### config.mk
export PLATFORM = sky130hd
export DESIGN_NAME = ipv4_l4_header_extractor_unit
export DESIGN_NICKNAME = d
export VERILOG_FILES = /design/src/hdl/iphx_pkg.sv /design/src/hdl/iphx_parse.sv /design/src/hdl/ipv4_l4_header_extractor_unit.sv
export SDC_FILE = /design/constraint.sdc
export NUM_CORES = 1
export LEC_CHECK = 0
export ABC_AREA = 1
export BUFFER_PORTS_ARGS = -buffer_cell sky130_fd_sc_hd__buf_2
export CAP_MARGIN = 20
export CELL_PAD_IN_SITES_DETAIL_PLACEMENT = 0
export CELL_PAD_IN_SITES_GLOBAL_PLACEMENT = 1
export CORE_MARGIN = 2
export CORE_UTILIZATION = 45
export DETAILED_ROUTE_END_ITERATION = 8
export HOLD_SLACK_MARGIN = 0.06
export PLACE_DENSITY = 0.78
export REMOVE_ABC_BUFFERS = 1
export SYNTH_ARGS = -nofsm -noshare
export SYNTH_HDL_FRONTEND = slang
export SYNTH_SLANG_ARGS = --single-unit
### constraint.sdc
create_clock -name clk -period 8.87 [get_ports clk]
set_clock_uncertainty 0.05 [all_clocks]
set_input_delay 0.4435 -clock clk [delete_from_list [all_inputs] [get_ports clk]]
set_output_delay 0.4435 -clock clk [all_outputs]
set_load 0.03 [all_outputs]
### src/hdl/iphx_pkg.sv
// Package for the IPv4 / L4 header extractor.
// Holds header sizes, protocol numbers, status codes and the result record.
// No dependencies.
package iphx_pkg;

	localparam int unsigned OFF_W = 7;
	localparam int unsigned TDATA_W = 304;

	localparam logic [OFF_W-1:0] ETH_HDR_BYTES = 7'd14;
	localparam logic [7:0] IP_MIN_BYTES = 8'd20;
	localparam logic [7:0] TCP_MIN_BYTES = 8'd20;
	localparam logic [7:0] UDP_HDR_BYTES = 8'd8;
	localparam logic [7:0] PROTO_TCP = 8'd6;
	localparam logic [7:0] PROTO_UDP = 8'd17;

	localparam logic [2:0] ST_OK = 3'd0;
	localparam logic [2:0] ST_SHORT_ETH = 3'd1;
	localparam logic [2:0] ST_SHORT_IP = 3'd2;
	localparam logic [2:0] ST_SHORT_OPT = 3'd3;
	localparam logic [2:0] ST_NOT_L4 = 3'd4;
	localparam logic [2:0] ST_SHORT_L4 = 3'd5;

	typedef struct packed {
		logic [2:0]  status;
		logic [47:0] dst_mac;
		logic [47:0] src_mac;
		logic [31:0] src_ip;
		logic [31:0] dst_ip;
		logic [15:0] ip_ident;
		logic [7:0]  protocol;
		logic [31:0] port_pair;
		logic [31:0] tcp_seq;
		logic [31:0] tcp_ack;
		logic [7:0]  tcp_flags;
		logic [15:0] payload_len;
	} res_t;

endpackage

### src/hdl/iphx_parse.sv
// Per-frame header state: byte offset, captured header fields, end-of-frame checks.
// Depends on iphx_pkg.
module iphx_parse (
	input  logic              clk,
	input  logic              arst_n,
	input  logic              step,
	input  logic [7:0]        data_byte,
	input  logic              last_byte,
	input  logic              eth_present,
	output iphx_pkg::res_t    res
);

	logic [6:0]  off_q;
	logic [47:0] dmac_q, smac_q, dmac_n, smac_n;
	logic [31:0] sip_q, dip_q, sip_n, dip_n;
	logic [15:0] ident_q, ident_n, tlen_q, tlen_n, udp_q, udp_n;
	logic [7:0]  proto_q, proto_n, flags_q, flags_n;
	logic [3:0]  hw_q, hw_n, doff_q, doff_n;
	logic [31:0] ports_q, ports_n, seq_q, seq_n, ack_q, ack_n;

	logic [6:0]  eth, q, r;
	logic        in_eth;
	logic [5:0]  ihl;
	logic [7:0]  len, iplen, l4len;
	logic [6:0]  sub;
	logic [15:0] tcp_pay, udp_pay;

	always_comb begin
		eth = eth_present ? iphx_pkg::ETH_HDR_BYTES : 7'd0;
		in_eth = eth_present && (off_q < iphx_pkg::ETH_HDR_BYTES);
		q = off_q - eth;
		dmac_n = dmac_q; smac_n = smac_q; sip_n = sip_q; dip_n = dip_q;
		ident_n = ident_q; tlen_n = tlen_q; udp_n = udp_q; proto_n = proto_q;
		flags_n = flags_q; hw_n = hw_q; doff_n = doff_q;
		ports_n = ports_q; seq_n = seq_q; ack_n = ack_q;
		ihl = {hw_q, 2'b00};
		r = 7'd0;
		if (in_eth) begin
			if (off_q < 7'd6)
				dmac_n = {dmac_q[39:0], data_byte};
			else if (off_q < 7'd12)
				smac_n = {smac_q[39:0], data_byte};
		end else begin
			case (q) inside
				7'd0: hw_n = data_byte[3:0];
				7'd2, 7'd3: tlen_n = {tlen_q[7:0], data_byte};
				7'd4, 7'd5: ident_n = {ident_q[7:0], data_byte};
				7'd9: proto_n = data_byte;
				[7'd12:7'd15]: sip_n = {sip_q[23:0], data_byte};
				[7'd16:7'd19]: dip_n = {dip_q[23:0], data_byte};
				default: ;
			endcase
			ihl = {hw_n, 2'b00};
			if (q >= {1'b0, ihl}) begin
				r = q - {1'b0, ihl};
				if (r < 7'd4)
					ports_n = {ports_q[23:0], data_byte};
				else if (r < 7'd8)
					seq_n = {seq_q[23:0], data_byte};
				else if (r < 7'd12)
					ack_n = {ack_q[23:0], data_byte};
				else if (r == 7'd12)
					doff_n = data_byte[7:4];
				else if (r == 7'd13)
					flags_n = data_byte;
				if (r == 7'd4 || r == 7'd5)
					udp_n = {udp_q[7:0], data_byte};
			end
		end
	end

	always_comb begin
		len = {1'b0, off_q} + 8'd1;
		iplen = len - {1'b0, eth};
		l4len = iplen - {2'b00, ihl};
		sub = {1'b0, ihl} + {1'b0, doff_n, 2'b00};
		tcp_pay = (tlen_n > {9'd0, sub}) ? tlen_n - {9'd0, sub} : 16'd0;
		udp_pay = (udp_n > {8'd0, iphx_pkg::UDP_HDR_BYTES}) ?
			udp_n - {8'd0, iphx_pkg::UDP_HDR_BYTES} : 16'd0;
		res = '0;
		if (len < {1'b0, eth}) begin
			res.status = iphx_pkg::ST_SHORT_ETH;
		end else begin
			if (eth_present) begin
				res.dst_mac = dmac_n;
				res.src_mac = smac_n;
			end
			if (iplen < iphx_pkg::IP_MIN_BYTES) begin
				res.status = iphx_pkg::ST_SHORT_IP;
			end else if (iplen < {2'b00, ihl}) begin
				res.status = iphx_pkg::ST_SHORT_OPT;
			end else begin
				res.src_ip = sip_n;
				res.dst_ip = dip_n;
				res.ip_ident = ident_n;
				res.protocol = proto_n;
				if (proto_n == iphx_pkg::PROTO_TCP) begin
					if (l4len < iphx_pkg::TCP_MIN_BYTES) begin
						res.status = iphx_pkg::ST_SHORT_L4;
					end else begin
						res.status = iphx_pkg::ST_OK;
						res.port_pair = ports_n;
						res.tcp_seq = seq_n;
						res.tcp_ack = ack_n;
						res.tcp_flags = flags_n;
						res.payload_len = tcp_pay;
					end
				end else if (proto_n == iphx_pkg::PROTO_UDP) begin
					if (l4len < iphx_pkg::UDP_HDR_BYTES) begin
						res.status = iphx_pkg::ST_SHORT_L4;
					end else begin
						res.status = iphx_pkg::ST_OK;
						res.port_pair = ports_n;
						res.payload_len = udp_pay;
					end
				end else begin
					res.status = iphx_pkg::ST_NOT_L4;
				end
			end
		end
	end

	always_ff @(posedge clk or negedge arst_n) begin
		if (!arst_n) begin
			off_q <= '0; dmac_q <= '0; smac_q <= '0; sip_q <= '0; dip_q <= '0;
			ident_q <= '0; tlen_q <= '0; udp_q <= '0; proto_q <= '0;
			flags_q <= '0; hw_q <= '0; doff_q <= '0;
			ports_q <= '0; seq_q <= '0; ack_q <= '0;
		end else if (step) begin
			if (last_byte) begin
				off_q <= '0; dmac_q <= '0; smac_q <= '0; sip_q <= '0; dip_q <= '0;
				ident_q <= '0; tlen_q <= '0; udp_q <= '0; proto_q <= '0;
				flags_q <= '0; hw_q <= '0; doff_q <= '0;
				ports_q <= '0; seq_q <= '0; ack_q <= '0;
			end else begin
				if (!(&off_q))
					off_q <= off_q + 7'd1;
				dmac_q <= dmac_n; smac_q <= smac_n; sip_q <= sip_n; dip_q <= dip_n;
				ident_q <= ident_n; tlen_q <= tlen_n; udp_q <= udp_n;
				proto_q <= proto_n; flags_q <= flags_n; hw_q <= hw_n;
				doff_q <= doff_n; ports_q <= ports_n; seq_q <= seq_n; ack_q <= ack_n;
			end
		end
	end

endmodule

### src/hdl/ipv4_l4_header_extractor_unit.sv
// Top level of the IPv4 / L4 header extractor: input register, header state, result register.
// Depends on iphx_pkg and iphx_parse.
//
// Usage:
//   s_* carries one captured frame byte per transaction, s_tlast on the final byte.
//   m_* carries one result transaction per frame, issued for the byte marked s_tlast;
//   other bytes produce nothing. m_tuser holds the status code.
//   cfg_we / cfg_wdata set ethernet_present (reset 1); write only while idle.
// Timing:
//   A byte is registered on acceptance and parsed from that input register; the result
//   of a final byte is then registered in the output register and presented on m_*.
//   One byte per cycle is sustained while no result is blocked, including across frame boundaries:
//   the next frame's bytes are taken while a result waits in the output register.
// Stall:
//   If the output register is still full when another final byte reaches the
//   parse stage, that byte waits and s_tready drops until m_tready frees the slot.
// Reset:
//   arst_n clears both valid flags, the header state and the byte offset, and
//   sets ethernet_present to 1.
module ipv4_l4_header_extractor_unit (
	input  logic         clk,
	input  logic         arst_n,
	input  logic         s_tvalid,
	output logic         s_tready,
	input  logic [7:0]   s_tdata,   // [7:0] data_byte
	input  logic         s_tlast,   // last_byte
	output logic         m_tvalid,
	input  logic         m_tready,
	output logic [iphx_pkg::TDATA_W-1:0] m_tdata,
	                                // dst_mac, src_mac, src_ip, dst_ip, ip_ident, protocol,
	                                // port_pair, tcp_seq, tcp_ack, tcp_flags, payload_len
	output logic [2:0]   m_tuser,   // status
	input  logic         cfg_we,
	input  logic         cfg_wdata  // ethernet_present
);

	logic            eth_q;
	logic            valid_s1, last_s1;
	logic [7:0]      data_s1;
	logic            adv;
	logic            mvalid_q;
	iphx_pkg::res_t  res, res_q;

	assign adv = valid_s1 && (!last_s1 || !mvalid_q || m_tready);
	assign s_tready = !valid_s1 || adv;

	always_ff @(posedge clk or negedge arst_n) begin
		if (!arst_n)
			eth_q <= 1'b1;
		else if (cfg_we)
			eth_q <= cfg_wdata;
	end

	always_ff @(posedge clk or negedge arst_n) begin
		if (!arst_n) begin
			valid_s1 <= 1'b0;
		end else if (s_tready) begin
			valid_s1 <= s_tvalid;
		end
	end

	always_ff @(posedge clk) begin
		if (s_tvalid && s_tready) begin
			data_s1 <= s_tdata;
			last_s1 <= s_tlast;
		end
	end

	iphx_parse u_parse (
		.clk        (clk),
		.arst_n     (arst_n),
		.step       (adv),
		.data_byte  (data_s1),
		.last_byte  (last_s1),
		.eth_present(eth_q),
		.res        (res)
	);

	always_ff @(posedge clk or negedge arst_n) begin
		if (!arst_n) begin
			mvalid_q <= 1'b0;
		end else if (adv && last_s1) begin
			mvalid_q <= 1'b1;
		end else if (m_tready) begin
			mvalid_q <= 1'b0;
		end
	end

	always_ff @(posedge clk) begin
		if (adv && last_s1)
			res_q <= res;
	end

	assign m_tvalid = mvalid_q;
	assign m_tuser = res_q.status;
	assign m_tdata = {res_q.payload_len, res_q.tcp_flags, res_q.tcp_ack, res_q.tcp_seq,
		res_q.port_pair, res_q.protocol, res_q.ip_ident, res_q.dst_ip, res_q.src_ip,
		res_q.src_mac, res_q.dst_mac};

	a_last_gives_result: assert property (@(posedge clk) disable iff (!arst_n)
		(adv && last_s1) |=> m_tvalid)
		else $error("final byte did not produce a result");

	a_stall_cause: assert property (@(posedge clk) disable iff (!arst_n)
		!s_tready |-> (valid_s1 && last_s1 && mvalid_q && !m_tready))
		else $error("input stalled without a blocked result");

	a_ports_only_ok: assert property (@(posedge clk) disable iff (!arst_n)
		(m_tvalid && m_tuser != iphx_pkg::ST_OK) |-> (m_tdata[215:184] == 32'd0
		&& m_tdata[303:288] == 16'd0))
		else $error("ports or payload length set on a failed frame");

	a_tcp_fields: assert property (@(posedge clk) disable iff (!arst_n)
		(m_tvalid && m_tdata[183:176] != iphx_pkg::PROTO_TCP) |-> (m_tdata[287:216] == 72'd0))
		else $error("TCP fields set on a non-TCP frame");

endmodule

## After elaboration in Yosys (flattened, before gate mapping)

Cells that the tools add are included.

- Bitwise operators: 2
- Add/sub/neg operators: 9
- Muxes and demuxes: 96
- Magnitude comparators: 18
- Equal/unequal tests: 13
- Reductions and logical operators: 23

Operators by type and width:

| cell | number |
|---|---|
| 32-bit two-way mux | 33 |
| 48-bit two-way mux | 7 |
| 16-bit two-way mux | 18 |
| 120-bit two-way mux | 1 |
| 8-bit two-way mux | 14 |
| 4-bit two-way mux | 12 |
| 7-bit by 3-bit == test with 1-bit output (second input constant) | 4 |
| 7-bit by 4-bit < comparator with 1-bit output (second input constant) | 4 |
| 7-bit by 4-bit == test with 1-bit output (second input constant) | 3 |
| 16-bit by 4-bit > comparator with 1-bit output (second input constant) | 1 |
| 16-bit by 7-bit > comparator with 1-bit output | 1 |
| 8-bit by 5-bit < comparator with 1-bit output (second input constant) | 2 |
| 16-bit by 4-bit subtractor with 16-bit output (second input constant) | 1 |
| 16-bit by 7-bit subtractor with 16-bit output | 1 |
| 7-bit by 2-bit == test with 1-bit output (second input constant) | 2 |
| 7-bit by 3-bit < comparator with 1-bit output (second input constant) | 2 |
| 7-bit two-way mux | 2 |
| 3-bit two-way mux | 4 |
| 7-bit by 1-bit adder with 8-bit output (second input constant) | 1 |
| 8-bit by 3-bit == test with 1-bit output (second input constant) | 1 |
| 8-bit by 5-bit == test with 1-bit output (second input constant) | 1 |
| 8-bit by 4-bit < comparator with 1-bit output (second input constant) | 1 |
| 8-bit by 6-bit < comparator with 1-bit output | 1 |
| 8-bit by 7-bit < comparator with 1-bit output | 1 |
| other kinds (26) | 43 |

- Flip-flop bits (word level): 654
- Output and inout bits: 309
- Word-level logic and storage cells: 194

## Longest topological paths before layout

- Word-level depth: 18
- Depth in mapped cells: 46
- Mapped depth without buffers: 45

## Modules after synthesis

Synthesis repeated with hierarchy kept, for this count alone.

- Cells, all modules: 2967
- Area total of the unflattened synthesis: 29055.4 µm²

By module, submodules not included:

| module | times used | cells each | area each (µm²) |
|---|---|---|---|
| iphx_parse | 1 | 2633 | 19419.9 |
| ipv4_l4_header_extractor_unit | 1 | 334 | 9635.5 |

## Worst setup path before layout

Ideal clock, no wire load.

- Kind: flip-flop to flip-flop
- From: reg mvalid_q (netlist: m_tvalid)
- To: reg res_q, in the netlist m_tdata[0], enable pin
- Library setup time: 0.658 ns
- Required time: 8.162 ns
- Path slack: 1.003 ns
- Arrival: 7.159 ns
- Clock period less this slack: 7.867 ns
- Cell stages (with the launch flop): 7
- Path through: dfrtp_1 inv_1 o31ai_1 inv_2 clkbuf_1 nand2_1 inv_1

- Cells in the longest elaborated chain, start to end: 5

Ends and longest elaborated chain:

| element | RTL line | text |
|---|---|---|
| start, declared | ipv4_l4_header_extractor_unit.sv:41 | `logic mvalid_q;` |
| start signal, assigned | ipv4_l4_header_extractor_unit.sv:81 | `mvalid_q <= 1'b0;` |
| start signal, assigned | ipv4_l4_header_extractor_unit.sv:83 | `mvalid_q <= 1'b1;` |
| start signal, assigned | ipv4_l4_header_extractor_unit.sv:85 | `mvalid_q <= 1'b0;` |
| 1-bit logical NOT | ipv4_l4_header_extractor_unit.sv:44 | `assign adv = valid_s1 && (!last_s1 \|\| !mvalid_q \|\| m_tready);` |
| 1-bit logical OR (2 in series) | ipv4_l4_header_extractor_unit.sv:44 |  |
| 1-bit logical AND | ipv4_l4_header_extractor_unit.sv:44 |  |
| 1-bit logical AND | ipv4_l4_header_extractor_unit.sv:90 | `if (adv && last_s1)` |
| end signal, assigned | ipv4_l4_header_extractor_unit.sv:91 | `res_q <= res;` |
| end, declared | ipv4_l4_header_extractor_unit.sv:42 | `iphx_pkg::res_t res, res_q;` |

No other way between the ends.
A chain may end at the register's enable or synchronous reset.

## Worst setup path after layout

- From: reg eth_q
- To: reg res_q, in the netlist m_tdata[303] (data pin)

- Cells in the longest elaborated chain, start to end: 18

Ends and longest elaborated chain:

| element | RTL line | text |
|---|---|---|
| start, declared | ipv4_l4_header_extractor_unit.sv:37 | `logic eth_q;` |
| start signal, assigned | ipv4_l4_header_extractor_unit.sv:51 | `eth_q <= cfg_wdata;` |
| branches (longest 18 deep; another with 7-bit subtractor) | -- |  |

Parallel ways; which one is timed is not known. The select of a mux whose other input is x is not followed.

==> flow_metrics.env <==
export IMPL_h_tree_depth=3
export IMPL_post_cts_resized=0
export IMPL_gp_congestion=0.869
export IMPL_critical_path_required_ns=9.14
export IMPL_clk_path_buf_depth=3
export IMPL_drc_errors=0
export IMPL_clock_fmax_mhz=132
export IMPL_status="complete, no violations"
export IMPL_chipHeight_microns=257
export IMPL_drt_wl_total_microns=73500
export IMPL_synth_seq_area_share_pct=62.1
export IMPL_slew_viol_final=0
export IMPL_layout_common_cells="nand2_1 (474), inv_1 (399), nor2_1 (348), dfrtp_1 (337), buf_2 (322)"
export IMPL_postCtsSetupBuffers=0
export IMPL_antenna_found_initial=2
export IMPL_cp_start_kind="flip-flop"
export IMPL_r2r_end="m_tdata[303]"
export IMPL_final_instance_count_excl_fill=4115
export IMPL_cts_tree="yes"
export IMPL_placedCellCount=3963
export IMPL_place_area_sq_um=31100
export IMPL_ys_warn_count=0
export IMPL_critPathSlowestCell="dfstp_2"
export IMPL_dpl_hpwl_microns=44500
export IMPL_worst_path_most_repeated_cell="inv_1"
export IMPL_vias=21360
export IMPL_io_pins=324
export IMPL_holdCritPathClass="in -> async"
export IMPL_r2r_cells=35
export IMPL_regToRegStartpoint="eth_q"
export IMPL_power_mw=7.50
export IMPL_async_flop_share_pct=51.7
export IMPL_synth_seq_cells=654
export IMPL_critPathCaptureType="flip-flop"
export IMPL_post_drt_wl_per_cell_microns=17.9
export IMPL_cp_startpoint="eth_q"
export IMPL_powerDensity_nw_per_um2=222
export IMPL_dr_pass1_iters=5
export IMPL_grt_pass1_vias=20949
export IMPL_postLayoutCellArea_sq_um=33800
export IMPL_final_common_cell="nand2_1"
export IMPL_ir_worst_vdd_uv=133
export IMPL_leakage_nw=15.2
export IMPL_routed_via_density=5.19
export IMPL_grt_pass1_wl_microns=116000
export IMPL_grt_usage_pct=22.1
export IMPL_final_hold_viol_count=0
export IMPL_ctsHoldBuffers=14
export IMPL_rsz0062_at_grt="no"
export IMPL_overflow=0
export IMPL_synth_edff_count=316
export IMPL_dieWidth_microns=257
export IMPL_syn2layout_area_growth_pct=16.9
export IMPL_cts_buffers=72
export IMPL_antenna_left=0
export IMPL_die_area_sq_um=66300
export IMPL_critPathKind="reg -> reg"
export IMPL_clk_pin_slew_ns=0.06
export IMPL_clk_latency_ns=0.61
export IMPL_tns_ns=0
export IMPL_cp_max_fo=20
export IMPL_start_util_pct=45.6
export IMPL_cts_root_buffer="clkbuf_16"
export IMPL_maxSlewHeadroom_pct=10.9
export IMPL_worst_pin_slew_ns=1.34
export IMPL_numPortBuffers=323
export IMPL_synth_distinct_cells=55
export IMPL_syn_inst=2944
export IMPL_arrival_ns=7.84
export IMPL_grt_start_max_net_pins=202
export IMPL_clkSinkCount=654
export IMPL_avgSynthCellArea_sq_um=9.81
export IMPL_period_share_pct=85.4
export IMPL_slowest_delay_ns=0.58
export IMPL_setup_viol=0
export IMPL_final_nets=3256
export IMPL_drtIter0Drc=1746
export IMPL_max_cap_viol_count=0
export IMPL_synth_flop_cell="dfrtp_1"
export IMPL_crit_end="m_tdata[303]"
export IMPL_r2r_setup_slack_ns=1.30
export IMPL_row_count=92
export IMPL_drive_gt1_share_pct=17.0
export IMPL_core_area_sq_um=63300
export IMPL_post_synth_instance_area_sq_um=28900
export IMPL_period_needed_ns=7.57
==> critical path: cells and delay by family (launching register included) <==
kind	cells	cell delay, ns
and+or+nand+nor	16	2.55
buffers and inverters	5	0.74
AOI/OAI and AO/OA	8	1.55
xor gates and xnor gates	1	0.11
DFF	1	0.58
adders and majority gates	5	1.72
==> cell families (layout without fill, tap and decap cells) <==
family,after synthesis,count (layout),synth area share [%]
AO/OA/AOI/OAI,725,725,14.6
XOR/XNOR,21,21,0.637
adder cells (fa/ha/maj),31,31,1.50
buffers and inverters,585,909,7.96
flip-flops,654,654,62.1
other,0,1,0
AND/OR/NAND/NOR,928,928,13.2
==> synth_stat cells, types with 3 or more instances <==
library cell | n | area (sq um)
nor4_1 | 3 | 18.8
nor2_4 | 3 | 33.8
buf_6 | 10 | 113
nand3_1 | 37 | 185
nor2_2 | 4 | 25.0
ha_1 | 25 | 313
a22oi_1 | 6 | 45.0
fa_1 | 6 | 120
nand3_2 | 6 | 60.1
nand2_2 | 13 | 81.3
xnor2_1 | 9 | 78.8
o21a_1 | 4 | 30.0
nand4_1 | 14 | 87.6
clkbuf_1 | 148 | 556
o21ai_2 | 33 | 289
inv_1 | 401 | 1510
nor2_1 | 349 | 1310
edfxtp_1 | 316 | 9490
nand2_1 | 476 | 1790
a211oi_1 | 3 | 22.5
buf_1 | 6 | 22.5
dfrtp_1 | 337 | 8430
o21ai_0 | 301 | 1510
inv_2 | 7 | 26.3
nor3_1 | 8 | 40.0
o21ai_1 | 33 | 165
xor2_1 | 12 | 105
a21oi_1 | 27 | 135
buf_2 | 8 | 40.0
nor3_2 | 3 | 30.0
o22ai_1 | 308 | 1930
==> state kept, by name (all words and copies together), names as in the netlist, 7 cells and up <==
register and cells:
u_parse.ident_q 16, u_parse.ports_q 32, u_parse.dip_q 32, m_tdata 304, u_parse.udp_q 16, u_parse.proto_q 8
u_parse.seq_q 32, u_parse.tlen_q 16, u_parse.flags_q 8, u_parse.off_q 7, data_s1 8, u_parse.sip_q 32
u_parse.ack_q 32, u_parse.smac_q 48, u_parse.dmac_q 48
==> per-layer routing <==
metal / global-route usage (%) / wire length [microns] / vias to the layer above
met4: 7.23 / 1850 / 0
met3: 4.16 / 3940 / 104
li1: - / - / 10468
met2: 35.8 / 35300 / 505
met5: 0 / 0 / -
met1: 30.1 / 32400 / 10283
==> worst min path at each step <==
stage                         endpoint  slack (ns)  cells after the start
global route        u_parse.smac_q[47]        0.38                      2
global placement    u_parse.smac_q[47]        0.39                      1
CTS                 u_parse.smac_q[47]        0.35                      2
detailed placement  u_parse.smac_q[47]        0.39                      1
finish              u_parse.smac_q[47]        0.34                      2
floorplan                     m_tvalid         0.1                      0
==> metrics by stage <==
stage	utilization, %	hold WS [ns]	setup WS (ns)
after floorplan	-	0.0979	-1.54
after global placement	49.2	0.389	1.39
after detailed placement	49.2	0.394	1.31
after CTS	53.2	0.345	1.30
after global routing	53.3	0.382	0.660
final	53.3	0.344	1.30
==> where the power goes <==
part | internal, mW | switching, mW | total [mW]
logic | 0.268 | 0.797 | 1.07
registers | 3.34 | 0.0644 | 3.41
clock network | 1.80 | 1.23 | 3.03
==> layout make-up <==
| cell class | instances | area, sq um |
|---|---|---|
| Antenna cell | 1 | 2.50 |
| Clock buffer | 95 | 2010 |
| Clock inverter | 37 | 370 |
| Fill cell | 5727 | 29500 |
| Inverter | 409 | 1560 |
| Multi-Input combinational cell | 1705 | 8710 |
| Sequential cell | 654 | 17900 |
| Tap cell | 846 | 1060 |
| Timing Repair Buffer | 368 | 2110 |
Power figures use the tool's default switching activity.
